`config.mk`:
```
export PLATFORM = sky130hd
export DESIGN_NAME = temperature_alarm_mode_controller_unit
export DESIGN_NICKNAME = d
export VERILOG_FILES = /design/src/rtl/tamc_pkg.sv /design/src/rtl/temperature_alarm_mode_controller_unit.sv /design/src/rtl/tamc_front.sv /design/src/rtl/tamc_queue.sv /design/src/rtl/tamc_back.sv
export SDC_FILE = /design/constraint.sdc
export NUM_CORES = 1
export LEC_CHECK = 0
export BUFFER_PORTS_ARGS = -buffer_cell sky130_fd_sc_hd__buf_4
export CAP_MARGIN = 20
export CELL_PAD_IN_SITES_DETAIL_PLACEMENT = 1
export CELL_PAD_IN_SITES_GLOBAL_PLACEMENT = 1
export CORE_MARGIN = 4
export CORE_UTILIZATION = 39
export DETAILED_ROUTE_END_ITERATION = 10
export PLACE_DENSITY = 0.69
export SLEW_MARGIN = 0
export SYNTH_ARGS = -nofsm -noshare
export SYNTH_HDL_FRONTEND = slang
export SYNTH_SLANG_ARGS = --single-unit
```
`constraint.sdc`:
```
create_clock -name i_clk -period 12.49 [get_ports i_clk]
set_input_delay 1.8735 -clock i_clk [delete_from_list [all_inputs] [get_ports i_clk]]
set_output_delay 1.8735 -clock i_clk [all_outputs]
set_load 0.1 [all_outputs]
```
`src/rtl/tamc_pkg.sv`:
```
// Shared types and constants for the temperature alarm mode controller.
// No dependencies; imported by every module of the block.
package tamc_pkg;

    localparam logic [2:0] MODE_IDLE      = 3'd0;
    localparam logic [2:0] MODE_MON       = 3'd1;
    localparam logic [2:0] MODE_EDIT_LOW  = 3'd2;
    localparam logic [2:0] MODE_EDIT_HIGH = 3'd3;
    localparam logic [2:0] MODE_ALERT     = 3'd4;

    localparam logic [1:0] BTN_UP   = 2'd0;
    localparam logic [1:0] BTN_DOWN = 2'd1;
    localparam logic [1:0] BTN_MODE = 2'd2;

    localparam logic [0:0] OP_BUTTON = 1'b0;
    localparam logic [0:0] OP_SAMPLE = 1'b1;

    localparam logic [1:0] CFG_SENSOR_MIN = 2'd0;
    localparam logic [1:0] CFG_SENSOR_MAX = 2'd1;
    localparam logic [1:0] CFG_DEBOUNCE   = 2'd2;
    localparam logic [1:0] CFG_HOLD       = 2'd3;

    localparam logic signed [7:0] SENSOR_MIN_RST = 8'sd0;
    localparam logic signed [7:0] SENSOR_MAX_RST = 8'sd50;
    localparam logic [31:0]       DEBOUNCE_RST   = 32'd50000;
    localparam logic [31:0]       HOLD_RST       = 32'd1000000;

    typedef struct packed {
        logic [0:0]         op;
        logic [1:0]         button;
        logic               level;
        logic [31:0]        time_us;
        logic signed [11:0] temperature;
    } t_in_item;

    typedef struct packed {
        logic [2:0]        mode;
        logic signed [7:0] low_out;
        logic signed [7:0] high_out;
        logic              beep;
        logic              accepted;
    } t_out_item;

    typedef struct packed {
        logic signed [7:0] sensor_min;
        logic signed [7:0] sensor_max;
        logic [31:0]       debounce_us;
        logic [31:0]       hold_us;
    } t_cfg;

    typedef struct packed {
        logic               is_sample;
        logic               accepted;
        logic [1:0]         button;
        logic               pressed;
        logic [31:0]        time_us;
        logic signed [11:0] temperature;
    } t_cmd;

endpackage

```
`src/rtl/temperature_alarm_mode_controller_unit.sv`:
```
// Top level of the temperature alarm mode controller: configuration registers
// and the front end, command queue and back end. Depends on tamc_pkg.
//
// Takes button events and temperature samples and returns one result per item.
// Throughput is one item per clock while the output is not stalled. When its item
// is transferred, the front end writes the command into the two-entry queue; the back
// end then pops it into the output register, where its result is presented, and an
// output stall can hold it in the queue. The back end updates its state as it pops.
// Either side may stall on its own: the queue keeps accepting while a result
// waits, until it holds two commands. Write configuration only while no item is in flight.
module temperature_alarm_mode_controller_unit import tamc_pkg::*; #(
    parameter int TIME_BITS = 32
) (
    input  logic        i_clk,
    input  logic        i_rst_n,
    input  logic        i_cfg_we,
    input  logic [1:0]  i_cfg_idx,
    input  logic [31:0] i_cfg_data,
    input  logic        i_in_valid,
    output logic        o_in_ready,
    input  t_in_item    i_in,
    output logic        o_out_valid,
    input  logic        i_out_ready,
    output t_out_item   o_out
);

    t_cfg r_cfg;
    logic q_full;
    logic q_push;
    logic q_pop;
    logic q_valid;
    t_cmd push_cmd;
    t_cmd pop_cmd;

    always_ff @(posedge i_clk) begin
        if (!i_rst_n) begin
            r_cfg.sensor_min  <= SENSOR_MIN_RST;
            r_cfg.sensor_max  <= SENSOR_MAX_RST;
            r_cfg.debounce_us <= DEBOUNCE_RST;
            r_cfg.hold_us     <= HOLD_RST;
        end else if (i_cfg_we) begin
            case (i_cfg_idx)
                CFG_SENSOR_MIN: r_cfg.sensor_min  <= i_cfg_data[7:0];
                CFG_SENSOR_MAX: r_cfg.sensor_max  <= i_cfg_data[7:0];
                CFG_DEBOUNCE:   r_cfg.debounce_us <= i_cfg_data;
                CFG_HOLD:       r_cfg.hold_us     <= i_cfg_data;
                default:        ;
            endcase
        end
    end

    tamc_front #(
        .TIME_BITS(TIME_BITS)
    ) u_front (
        .i_clk        (i_clk),
        .i_rst_n      (i_rst_n),
        .i_in_valid   (i_in_valid),
        .o_in_ready   (o_in_ready),
        .i_in         (i_in),
        .i_debounce_us(r_cfg.debounce_us),
        .i_q_full     (q_full),
        .o_push       (q_push),
        .o_cmd        (push_cmd)
    );

    tamc_queue u_queue (
        .i_clk  (i_clk),
        .i_rst_n(i_rst_n),
        .i_push (q_push),
        .i_cmd  (push_cmd),
        .o_full (q_full),
        .i_pop  (q_pop),
        .o_valid(q_valid),
        .o_cmd  (pop_cmd)
    );

    tamc_back #(
        .TIME_BITS(TIME_BITS)
    ) u_back (
        .i_clk      (i_clk),
        .i_rst_n    (i_rst_n),
        .i_cfg      (r_cfg),
        .i_cmd_valid(q_valid),
        .i_cmd      (pop_cmd),
        .o_cmd_pop  (q_pop),
        .o_out_valid(o_out_valid),
        .i_out_ready(i_out_ready),
        .o_out      (o_out)
    );

endmodule

```
`src/rtl/tamc_front.sv`:
```
// Front end: accepts input items, runs the debounce check, pushes commands.
// Depends on tamc_pkg; feeds tamc_queue.
module tamc_front import tamc_pkg::*; #(
    parameter int TIME_BITS = 32
) (
    input  logic        i_clk,
    input  logic        i_rst_n,
    input  logic        i_in_valid,
    output logic        o_in_ready,
    input  t_in_item    i_in,
    input  logic [31:0] i_debounce_us,
    input  logic        i_q_full,
    output logic        o_push,
    output t_cmd        o_cmd
);

    localparam int CW = (TIME_BITS > 32) ? TIME_BITS : 32;

    logic [TIME_BITS-1:0] r_last;
    logic [TIME_BITS-1:0] now_t;
    logic [TIME_BITS-1:0] gap;
    logic                 is_button;

    assign now_t      = TIME_BITS'(i_in.time_us);
    assign gap        = now_t - r_last;
    assign is_button  = (i_in.op == OP_BUTTON);
    assign o_in_ready = !i_q_full;
    assign o_push     = i_in_valid && !i_q_full;

    always_comb begin
        o_cmd.is_sample   = (i_in.op == OP_SAMPLE);
        o_cmd.accepted    = is_button && (CW'(gap) > CW'(i_debounce_us));
        o_cmd.button      = i_in.button;
        o_cmd.pressed     = i_in.level;
        o_cmd.time_us     = i_in.time_us;
        o_cmd.temperature = i_in.temperature;
    end

    always_ff @(posedge i_clk) begin
        if (!i_rst_n) begin
            r_last <= '0;
        end else if (o_push && is_button) begin
            r_last <= now_t;
        end
    end

endmodule

```
`src/rtl/tamc_queue.sv`:
```
// Two-entry command queue between the front end and the back end.
// Depends on tamc_pkg for the command type.
module tamc_queue import tamc_pkg::*; (
    input  logic i_clk,
    input  logic i_rst_n,
    input  logic i_push,
    input  t_cmd i_cmd,
    output logic o_full,
    input  logic i_pop,
    output logic o_valid,
    output t_cmd o_cmd
);

    t_cmd       r_mem [2];
    logic       r_wr_ptr;
    logic       r_rd_ptr;
    logic [1:0] r_count;

    assign o_full  = (r_count == 2'd2);
    assign o_valid = (r_count != 2'd0);
    assign o_cmd   = r_mem[r_rd_ptr];

    always_ff @(posedge i_clk) begin
        if (i_push) begin
            r_mem[r_wr_ptr] <= i_cmd;
        end
    end

    always_ff @(posedge i_clk) begin
        if (!i_rst_n) begin
            r_wr_ptr <= 1'b0;
            r_rd_ptr <= 1'b0;
            r_count  <= 2'd0;
        end else begin
            if (i_push) begin
                r_wr_ptr <= !r_wr_ptr;
            end
            if (i_pop) begin
                r_rd_ptr <= !r_rd_ptr;
            end
            case ({i_push, i_pop})
                2'b10:   r_count <= r_count + 2'd1;
                2'b01:   r_count <= r_count - 2'd1;
                default: r_count <= r_count;
            endcase
        end
    end

endmodule

```
`src/rtl/tamc_back.sv`:
```
// Back end: held flags, limit editing, mode control and alarm check.
// Depends on tamc_pkg; drains tamc_queue into the output register.
module tamc_back import tamc_pkg::*; #(
    parameter int TIME_BITS = 32
) (
    input  logic      i_clk,
    input  logic      i_rst_n,
    input  t_cfg      i_cfg,
    input  logic      i_cmd_valid,
    input  t_cmd      i_cmd,
    output logic      o_cmd_pop,
    output logic      o_out_valid,
    input  logic      i_out_ready,
    output t_out_item o_out
);

    localparam int CW = (TIME_BITS > 32) ? TIME_BITS : 32;

    logic [2:0]           r_mode;
    logic signed [7:0]    r_low;
    logic signed [7:0]    r_high;
    logic                 r_up;
    logic                 r_down;
    logic [TIME_BITS-1:0] r_press;
    t_out_item            r_out;
    logic                 r_out_valid;

    logic [2:0]           n_mode;
    logic signed [7:0]    n_low;
    logic signed [7:0]    n_high;
    logic                 n_up;
    logic                 n_down;
    logic [TIME_BITS-1:0] n_press;
    t_out_item            n_out;

    logic [TIME_BITS-1:0] now_t;
    logic [TIME_BITS-1:0] press_gap;
    logic signed [12:0]   temp_e;
    logic signed [12:0]   low_e;
    logic signed [12:0]   high_e;
    logic signed [12:0]   low10;
    logic signed [12:0]   high10;

    function automatic logic signed [7:0] sat8(input logic signed [9:0] v);
        logic signed [7:0] r;
        if (v > 10'sd127) begin
            r = 8'sd127;
        end else if (v < -10'sd128) begin
            r = -8'sd128;
        end else begin
            r = v[7:0];
        end
        return r;
    endfunction

    function automatic logic [2:0] next_mode(input logic [2:0] m);
        logic [2:0] r;
        case (m)
            MODE_IDLE:     r = MODE_EDIT_LOW;
            MODE_EDIT_LOW: r = MODE_EDIT_HIGH;
            default:       r = MODE_IDLE;
        endcase
        return r;
    endfunction

    assign o_cmd_pop   = i_cmd_valid && (!r_out_valid || i_out_ready);
    assign o_out_valid = r_out_valid;
    assign o_out       = r_out;

    assign now_t     = TIME_BITS'(i_cmd.time_us);
    assign press_gap = now_t - r_press;
    assign temp_e    = 13'(i_cmd.temperature);
    assign low_e     = 13'(r_low);
    assign high_e    = 13'(r_high);
    assign low10     = (low_e <<< 3) + (low_e <<< 1);
    assign high10    = (high_e <<< 3) + (high_e <<< 1);

    always_comb begin
        logic signed [9:0] v;
        logic signed [9:0] lo_v;
        logic signed [9:0] hi_v;
        logic              beep;

        n_mode  = r_mode;
        n_low   = r_low;
        n_high  = r_high;
        n_up    = r_up;
        n_down  = r_down;
        n_press = r_press;
        beep    = 1'b0;
        v       = '0;
        lo_v    = '0;
        hi_v    = '0;

        if (!i_cmd.is_sample) begin
            if (i_cmd.accepted) begin
                case (i_cmd.button)
                    BTN_UP:   n_up = i_cmd.pressed;
                    BTN_DOWN: n_down = i_cmd.pressed;
                    default:  ;
                endcase

                if (n_up) begin
                    lo_v = 10'(n_low);
                    hi_v = 10'(n_high);
                    if (r_mode == MODE_EDIT_LOW) begin
                        v = lo_v + 10'sd1;
                        if (v >= hi_v) begin
                            v = hi_v - 10'sd1;
                        end
                        n_low = sat8(v);
                    end else if (r_mode == MODE_EDIT_HIGH) begin
                        v = hi_v + 10'sd1;
                        if (v > 10'(i_cfg.sensor_max)) begin
                            v = 10'(i_cfg.sensor_max);
                        end
                        n_high = sat8(v);
                    end
                end

                if (n_down) begin
                    lo_v = 10'(n_low);
                    hi_v = 10'(n_high);
                    if (r_mode == MODE_EDIT_LOW) begin
                        v = lo_v - 10'sd1;
                        if (v < 10'(i_cfg.sensor_min)) begin
                            v = 10'(i_cfg.sensor_min);
                        end
                        n_low = sat8(v);
                    end else if (r_mode == MODE_EDIT_HIGH) begin
                        v = hi_v - 10'sd1;
                        if (v <= lo_v) begin
                            v = lo_v + 10'sd1;
                        end
                        n_high = sat8(v);
                    end
                end

                if (i_cmd.button == BTN_MODE) begin
                    if (i_cmd.pressed) begin
                        n_press = now_t;
                        n_mode  = next_mode(r_mode);
                    end else if (CW'(press_gap) > CW'(i_cfg.hold_us)) begin
                        n_mode = MODE_MON;
                    end
                end
            end
        end else begin
            if (r_mode == MODE_ALERT) begin
                beep = 1'b1;
            end else if (r_mode == MODE_MON) begin
                if (temp_e >= high10 || temp_e <= low10) begin
                    n_mode = MODE_ALERT;
                    beep   = 1'b1;
                end
            end
        end

        n_out.mode     = n_mode;
        n_out.low_out  = n_low;
        n_out.high_out = n_high;
        n_out.beep     = beep;
        n_out.accepted = !i_cmd.is_sample && i_cmd.accepted;
    end

    always_ff @(posedge i_clk) begin
        if (o_cmd_pop) begin
            r_out <= n_out;
        end
    end

    always_ff @(posedge i_clk) begin
        if (!i_rst_n) begin
            r_mode      <= MODE_IDLE;
            r_low       <= SENSOR_MIN_RST;
            r_high      <= SENSOR_MAX_RST;
            r_up        <= 1'b0;
            r_down      <= 1'b0;
            r_press     <= '0;
            r_out_valid <= 1'b0;
        end else if (o_cmd_pop) begin
            r_mode      <= n_mode;
            r_low       <= n_low;
            r_high      <= n_high;
            r_up        <= n_up;
            r_down      <= n_down;
            r_press     <= n_press;
            r_out_valid <= 1'b1;
        end else if (i_out_ready) begin
            r_out_valid <= 1'b0;
        end
    end

endmodule

```
After elaboration in Yosys (flattened, before gate mapping). Memory sizes are Yosys's and may differ from the RTL's. A register that Yosys moved wholly into a read port is not among the register bits. Cells that the tools add are included.

Add/subtract/negate cells: 12. Magnitude comparators: 16. Equal/unequal tests: 12. Mux-type cells: 73. Bitwise logic cells: 2. Reduce and logical (&&, ||, !) cells: 24.

Operator list (number): two-way mux 10 bit (22); two-way mux 8 bit (26); > comparator 32 bit (2); subtractor 32 bit (2); > comparator 10 x 8 -> 1 bit (second input constant) (4); < comparator 10 x 8 -> 1 bit (second input constant) (4); adder 8 x 2 -> 9 bit (second input constant) (3); subtractor 8 x 2 -> 9 bit (second input constant) (3); adder 11 x 9 -> 12 bit (2); two-way mux 3 bit (8); two-way mux 1 bit (15); greater-or-equal comparator 12 bit (1); less-or-equal comparator 12 bit (1); == test 2 bit (second input constant) (5); greater-or-equal comparator 9 x 8 -> 1 bit (1); > comparator 9 x 8 -> 1 bit (1); less-or-equal comparator 9 x 8 -> 1 bit (1); < comparator 9 x 8 -> 1 bit (1); case mux 2 bit (2 select lines) (2); AND reduction 2 bit (4); == test 2 x 1 -> 1 bit (second input constant) (3); == test 3 x 2 -> 1 bit (second input constant) (2); nonzero test 2 bit (3); logical AND 1 bit (5); other kinds (11) (18).

Register bits after elaboration: 191. Bits in writable memories: 98. Bits of input ports: 87. Logic and storage cells: 160. Memories: 1.

Memories: u_queue.r_mem (words 2, width 49, read ports 1, clocked after memory_dff 1, wr ports 1, line tamc_queue.sv:14) `t_cmd r_mem [2];`.

Logic depth before layout (Yosys ltp).
Depth after elaboration: 32. Gate-level depth with buffers: 31. Depth with buffers taken out: 28.

Cells and area by module. From an unflattened synthesis, not the netlist that was laid out.

Cell total of the unflattened synthesis: 2381. Area, all modules: 20923.8 um^2.

By module, submodules not included: tamc_back (instances 1, cells an instance 1320, area an instance 9868.2 um^2, seq. area each 1711.6 um^2); tamc_front (instances 1, cells an instance 575, area an instance 4205.3 um^2, seq. area each 640.6 um^2); tamc_queue (instances 1, cells an instance 174, area an instance 3743.6 um^2, seq. area each 3042.9 um^2); temperature_alarm_mode_controller_unit (instances 1, cells an instance 312, area an instance 3106.7 um^2, seq. area each 1601.5 um^2).

Worst setup path before layout. OpenSTA, ideal clock, no wires.

Path type: register -> register. Start: reg with a tool-made name. End: reg u_back.r_out (netlist bit u_back.o_out[18]), data pin. Library setup time: 262 ps. Arrival: 5791 ps. Path slack: 6438 ps. Cell stages (with the launch flop): 30. Period minus slack after synthesis: 6052 ps. Path through: dfxtp_1 -> clkbuf_1 -> buf_1 -> clkbuf_1 -> mux2_2 -> ha_1 -> nor2b_1 -> o21ai_0 -> a21oi_1 -> o21a_1 -> o31ai_1 -> a211oi_1 -> o21ai_0 -> a21oi_1 -> a31o_2 -> a21o_1 -> a21oi_1 -> xnor2_1 -> ha_1 -> a21o_1 -> a21o_1 -> a21oi_1 -> nor2b_1 -> o21ai_0 -> nand2b_1 -> a21oi_1 -> o221ai_1 -> o21ai_0 -> nand2b_1 -> nand2_1.

RTL lines: end signal, assigned (line tamc_back.sv:168) `r_out <= n_out;`; end, declared (line tamc_back.sv:25) `t_out_item r_out;`.

Final worst setup path.
Start: reg u_back.r_high[0]. End: reg u_back.r_out (netlist bit u_back.o_out[5]), data pin.

Longest elaborated chain between the ends: 32. Elaborated cells between the ends (all ways): 50.

RTL lines: start, declared (line tamc_back.sv:21) `logic signed [7:0] r_high;`; start signal, assigned (line tamc_back.sv:184) `r_high <= n_high;`; adder 8 x 2 -> 9 bit (line tamc_back.sv:113) `v = hi_v + 10'sd1;`; > comparator 9 x 8 -> 1 bit (line tamc_back.sv:114) `if (v > 10'(i_cfg.sensor_max)) begin`; two-way mux 10 bit (line tamc_back.sv:114); two-way mux 10 bit (line tamc_back.sv:112) `end else if (r_mode == MODE_EDIT_HIGH) begin`; two-way mux 10 bit (line tamc_back.sv:106) `if (r_mode == MODE_EDIT_LOW) begin`; two-way mux 10 bit (line tamc_back.sv:103) `if (n_up) begin`; two-way mux 10 bit (line tamc_back.sv:96) `if (i_cmd.accepted) begin`; two-way mux 10 bit (line tamc_back.sv:95) `if (!i_cmd.is_sample) begin`; [... 17 more ...]; two-way mux 8 bit (line tamc_back.sv:48) `end else if (v < -10'sd128) begin`; two-way mux 8 bit (line tamc_back.sv:46) `if (v > 10'sd127) begin`; two-way mux 8 bit (line tamc_back.sv:130) `end else if (r_mode == MODE_EDIT_HIGH) begin`; two-way mux 8 bit (line tamc_back.sv:124) `if (r_mode == MODE_EDIT_LOW) begin`; two-way mux 8 bit (*) (line tamc_back.sv:121) `if (n_down) begin`; two-way mux 8 bit (*) (line tamc_back.sv:96); two-way mux 8 bit (*) (line tamc_back.sv:95); net u_back.n_high[3] (line tamc_back.sv:30) `logic signed [7:0] n_high;`.

The timed path passes the listed nets; every way through them passes the cells marked *. The select of a mux whose other input is x is not followed. A chain may end at the register's enable or synchronous reset.

==> impl_metrics.toml <==
[routing]
wl_per_cell_um = 20.0
num_vias = 16200
drtIter0Drc = 816
first_pass_iters = 5
routed_wl_mm = 59.5
postRouteAntennaNets = 0
via_per_inst = 5.46
drc = 0

[setup_path]
cpMostUsedCell = "ha_1"
critical_path_class = "flop to flop"
r2r_end = "u_back.o_out[5]"
reg2reg_depth = 25
r2r_slack_ps = 5200
cp_max_fo = 19
r2r_start = "u_back.r_high[0]"
crit_end = "u_back.o_out[5]"
cp-start-kind = "flop"
critPathCaptureType = "flop"
cp.arrival_ps = 7680
worst_path_largest_cell_delay_ps = 830
crit_start = "u_back.r_high[0]"
crit_slowest_cell = "dfxtp_1"
required_ps = 12880

[die]
die_w_um = 231
fp.dieArea_mm2 = 0.0533
start_util_pct = 39.5
io_pins = 110
core-area_mm2 = 0.0491
rows = 81
fp.dieH_um = 231

[clocking]
cts_made_buffers = 37
cts_tree = "done"
holdBufCountCts = 0
cts.sinks = 290
cts-htree-levels = 2
ctsLongestPathBuffers = 3
path_clk_slew_ps = 60
clk_latency_ps = 560
cts_resized = 0
cts_root_buffer = "clkbuf_16"
post-cts-setup-buffers = 0

[run]
drv_cap = 0

[placement]
place_hpwl_mm = 45.1
post-place-ws_ps = 5220
port_buffers = 109
gp_congestion = 0.899
dpl_cell_area_mm2 = 0.0209

[timing]
max_slew.worst_pin.slew_ps = 980
rsz0062_at_grt = "false"
fin_ws_ps = 5200
period_needed_ps = 7290
slew_violations = 0
setup_viol = 0
clock.fmax_mhz = 137
whs_ps = 455
hold_viol_final = 0
skew_ps = 16.7
post-route-period-util_pct = 58.4
fin_tns_setup_ps = 0
maxSlewHeadroom_pct = 34.4

[yosys]
synth_cells = 2197
async_flop_share_pct = 0
synth_edf_count = 119
syn_area_mm2 = 0.0194
ys_seq_area_share_pct = 36.1
synth_top_area_cell = "edfxtp_1"
synth_top_area_share_pct = 18.4
ys_types = 98
postSynthAreaPerCell_um2 = 8.82
yosys-top-cells-area = "edfxtp_1 18%, dfxtp_1 18%, ha_1 13%, nand2_1 5.4%, a21oi_1 5.4%"
ys_seq_elements = 290
syn-num-nets = 2493
synthTopCellsByCount = "280 x nand2_1, 209 x a21oi_1, 205 x ha_1"
synthFlopType = "dfxtp_1"
synthMostInstantiatedCell = "nand2_1"
synth_warnings = 0

[layout]
finalInstanceArea_mm2 = 0.0221
layout.nets = 2578
drive_gt1_share_pct = 12.7
area_growth_pct = 14.3
n_antenna_cell = 0

[global_routing]
met1_usage_pct = 28.3
grt_start_max_net_pins = 82
met2_usage_pct = 38.8
grt_pass1_wl_mm = 94.6
busiest_layer = "met2"
overflow = 0
track_usage_pct = 22.1
grt_pass1_vias = 17200
grt_use_met3_pct = 2.97
antenna_found_initial = 1

[power]
vdd_ir_drop_max_v = 0.000109
pwr_density_cell_mw_per_mm2 = 188
leakage_uw = 0.00852

[status]
status = "finished clean"

[hold_path]
min_path_type = "flop to flop"
## stage by stage
step,power (uW),instances,util (%)
6_report,4160,2975,45.1
5_1_grt,4440,2975,45.1
4_1_cts,4200,2974,45.1
3_5_place_dp,3060,2906,42.5
3_3_place_gp,3020,2906,42.5
2_1_floorplan,2560,2197,-
## how the worst min path moves through the flow
stage                            start                 end  slack (ps)  depth (start not counted)
floorplan                    r_cfg[10]           r_cfg[10]         440                          2
global placement              r_cfg[2]            r_cfg[2]         440                          2
detailed placement   u_front.r_last[7]   u_front.r_last[7]         450                          2
CTS                 u_front.r_last[24]  u_front.r_last[24]         460                          2
global route                 r_cfg[49]           r_cfg[49]         470                          2
finish              u_front.r_last[25]  u_front.r_last[25]         460                          2
## power breakdown
group	total (uW)	switching, uW	internal, uW
clock	1120	439	677
sequential	1190	66.8	1120
combinational	1860	1170	684
total	4160	1680	2480
## metal layers
metal | part of all wire [%] | wire length [um]
met1 | 45 | 26900
met2 | 49 | 29100
met5 | 0 | 0
met4 | 2.7 | 1600
met3 | 3.4 | 2030
## worst max-delay path: cells and delay by family (launching register included)
family / cells / cell delay [ps]
AOI/OAI and AO/OA: 12 / 2960
adders and majority gates: 4 / 1350
and+or+nand+nor: 5 / 980
DFF: 1 / 830
xor gates and xnor gates: 2 / 470
muxes: 1 / 280
buffers and inverters: 1 / 240
## layout by cell type, fill, tap and decap left out, types with 6 or more instances in the layout
cell type    n
nand2_1    280
a21oi_1    209
ha_1       205
inv_1      191
dfxtp_1    170
nor2_1     150
buf_4      125
edfxtp_1   119
xnor2_1     72
o21ai_0     70
mux2i_1     54
mux2_2      46
a21o_1      44
nand3_1     42
clkbuf_16   37
o21a_1      36
nor3_1      36
nand4_1     34
xor2_1      31
o211ai_1    29
nor2b_1     27
nand2b_1    22
o21ai_1     17
o31ai_1     13
or2_2       12
o21bai_1    12
a211oi_1    12
or3_1       10
a31oi_1     10
a22oi_1      9
nor4_1       8
and3_1       8
a41oi_1      7
and2_1       6
a211o_1      6
clkinv_1     6
## flip-flops by register name, indices dropped and copies added (netlist names), named ones only
| register | flops |
|---|---|
| u_back.o_out | 21 |
| u_back.r_press | 32 |
| u_queue.r_rd_ptr | 1 |
| u_queue.r_mem | 98 |
| u_back.o_out_valid | 1 |
| u_back.r_mode | 3 |
| u_queue.r_wr_ptr | 1 |
| u_back.r_low | 8 |
| u_queue.r_count | 2 |
| u_back.r_high | 8 |
| u_front.r_last | 32 |
| r_cfg | 80 |
| u_back.r_up | 1 |
| u_back.r_down | 1 |
## cells by family after synthesis
logic type                 count (synthesis)  share of synthesized area [%]
and+or+nand+nor                          677                           16.4
xor gates and xnor gates                 103                           4.66
DFF                                      290                           36.1
AOI/OAI and AO/OA                        539                           18.0
adders and majority gates                213                           13.9
muxes                                    102                           5.62
buffers and inverters                    273                           5.40
## final cells by class
class	count	area [um^2]
Tap cell	664	831
Inverter	193	727
Clock inverter	23	268
Fill cell	5774	26900
Clock buffer	45	996
Multi-Input combinational cell	1634	11400
Sequential cell	290	7000
Timing Repair Buffer	126	958
Power figures use the tool's default switching activity.
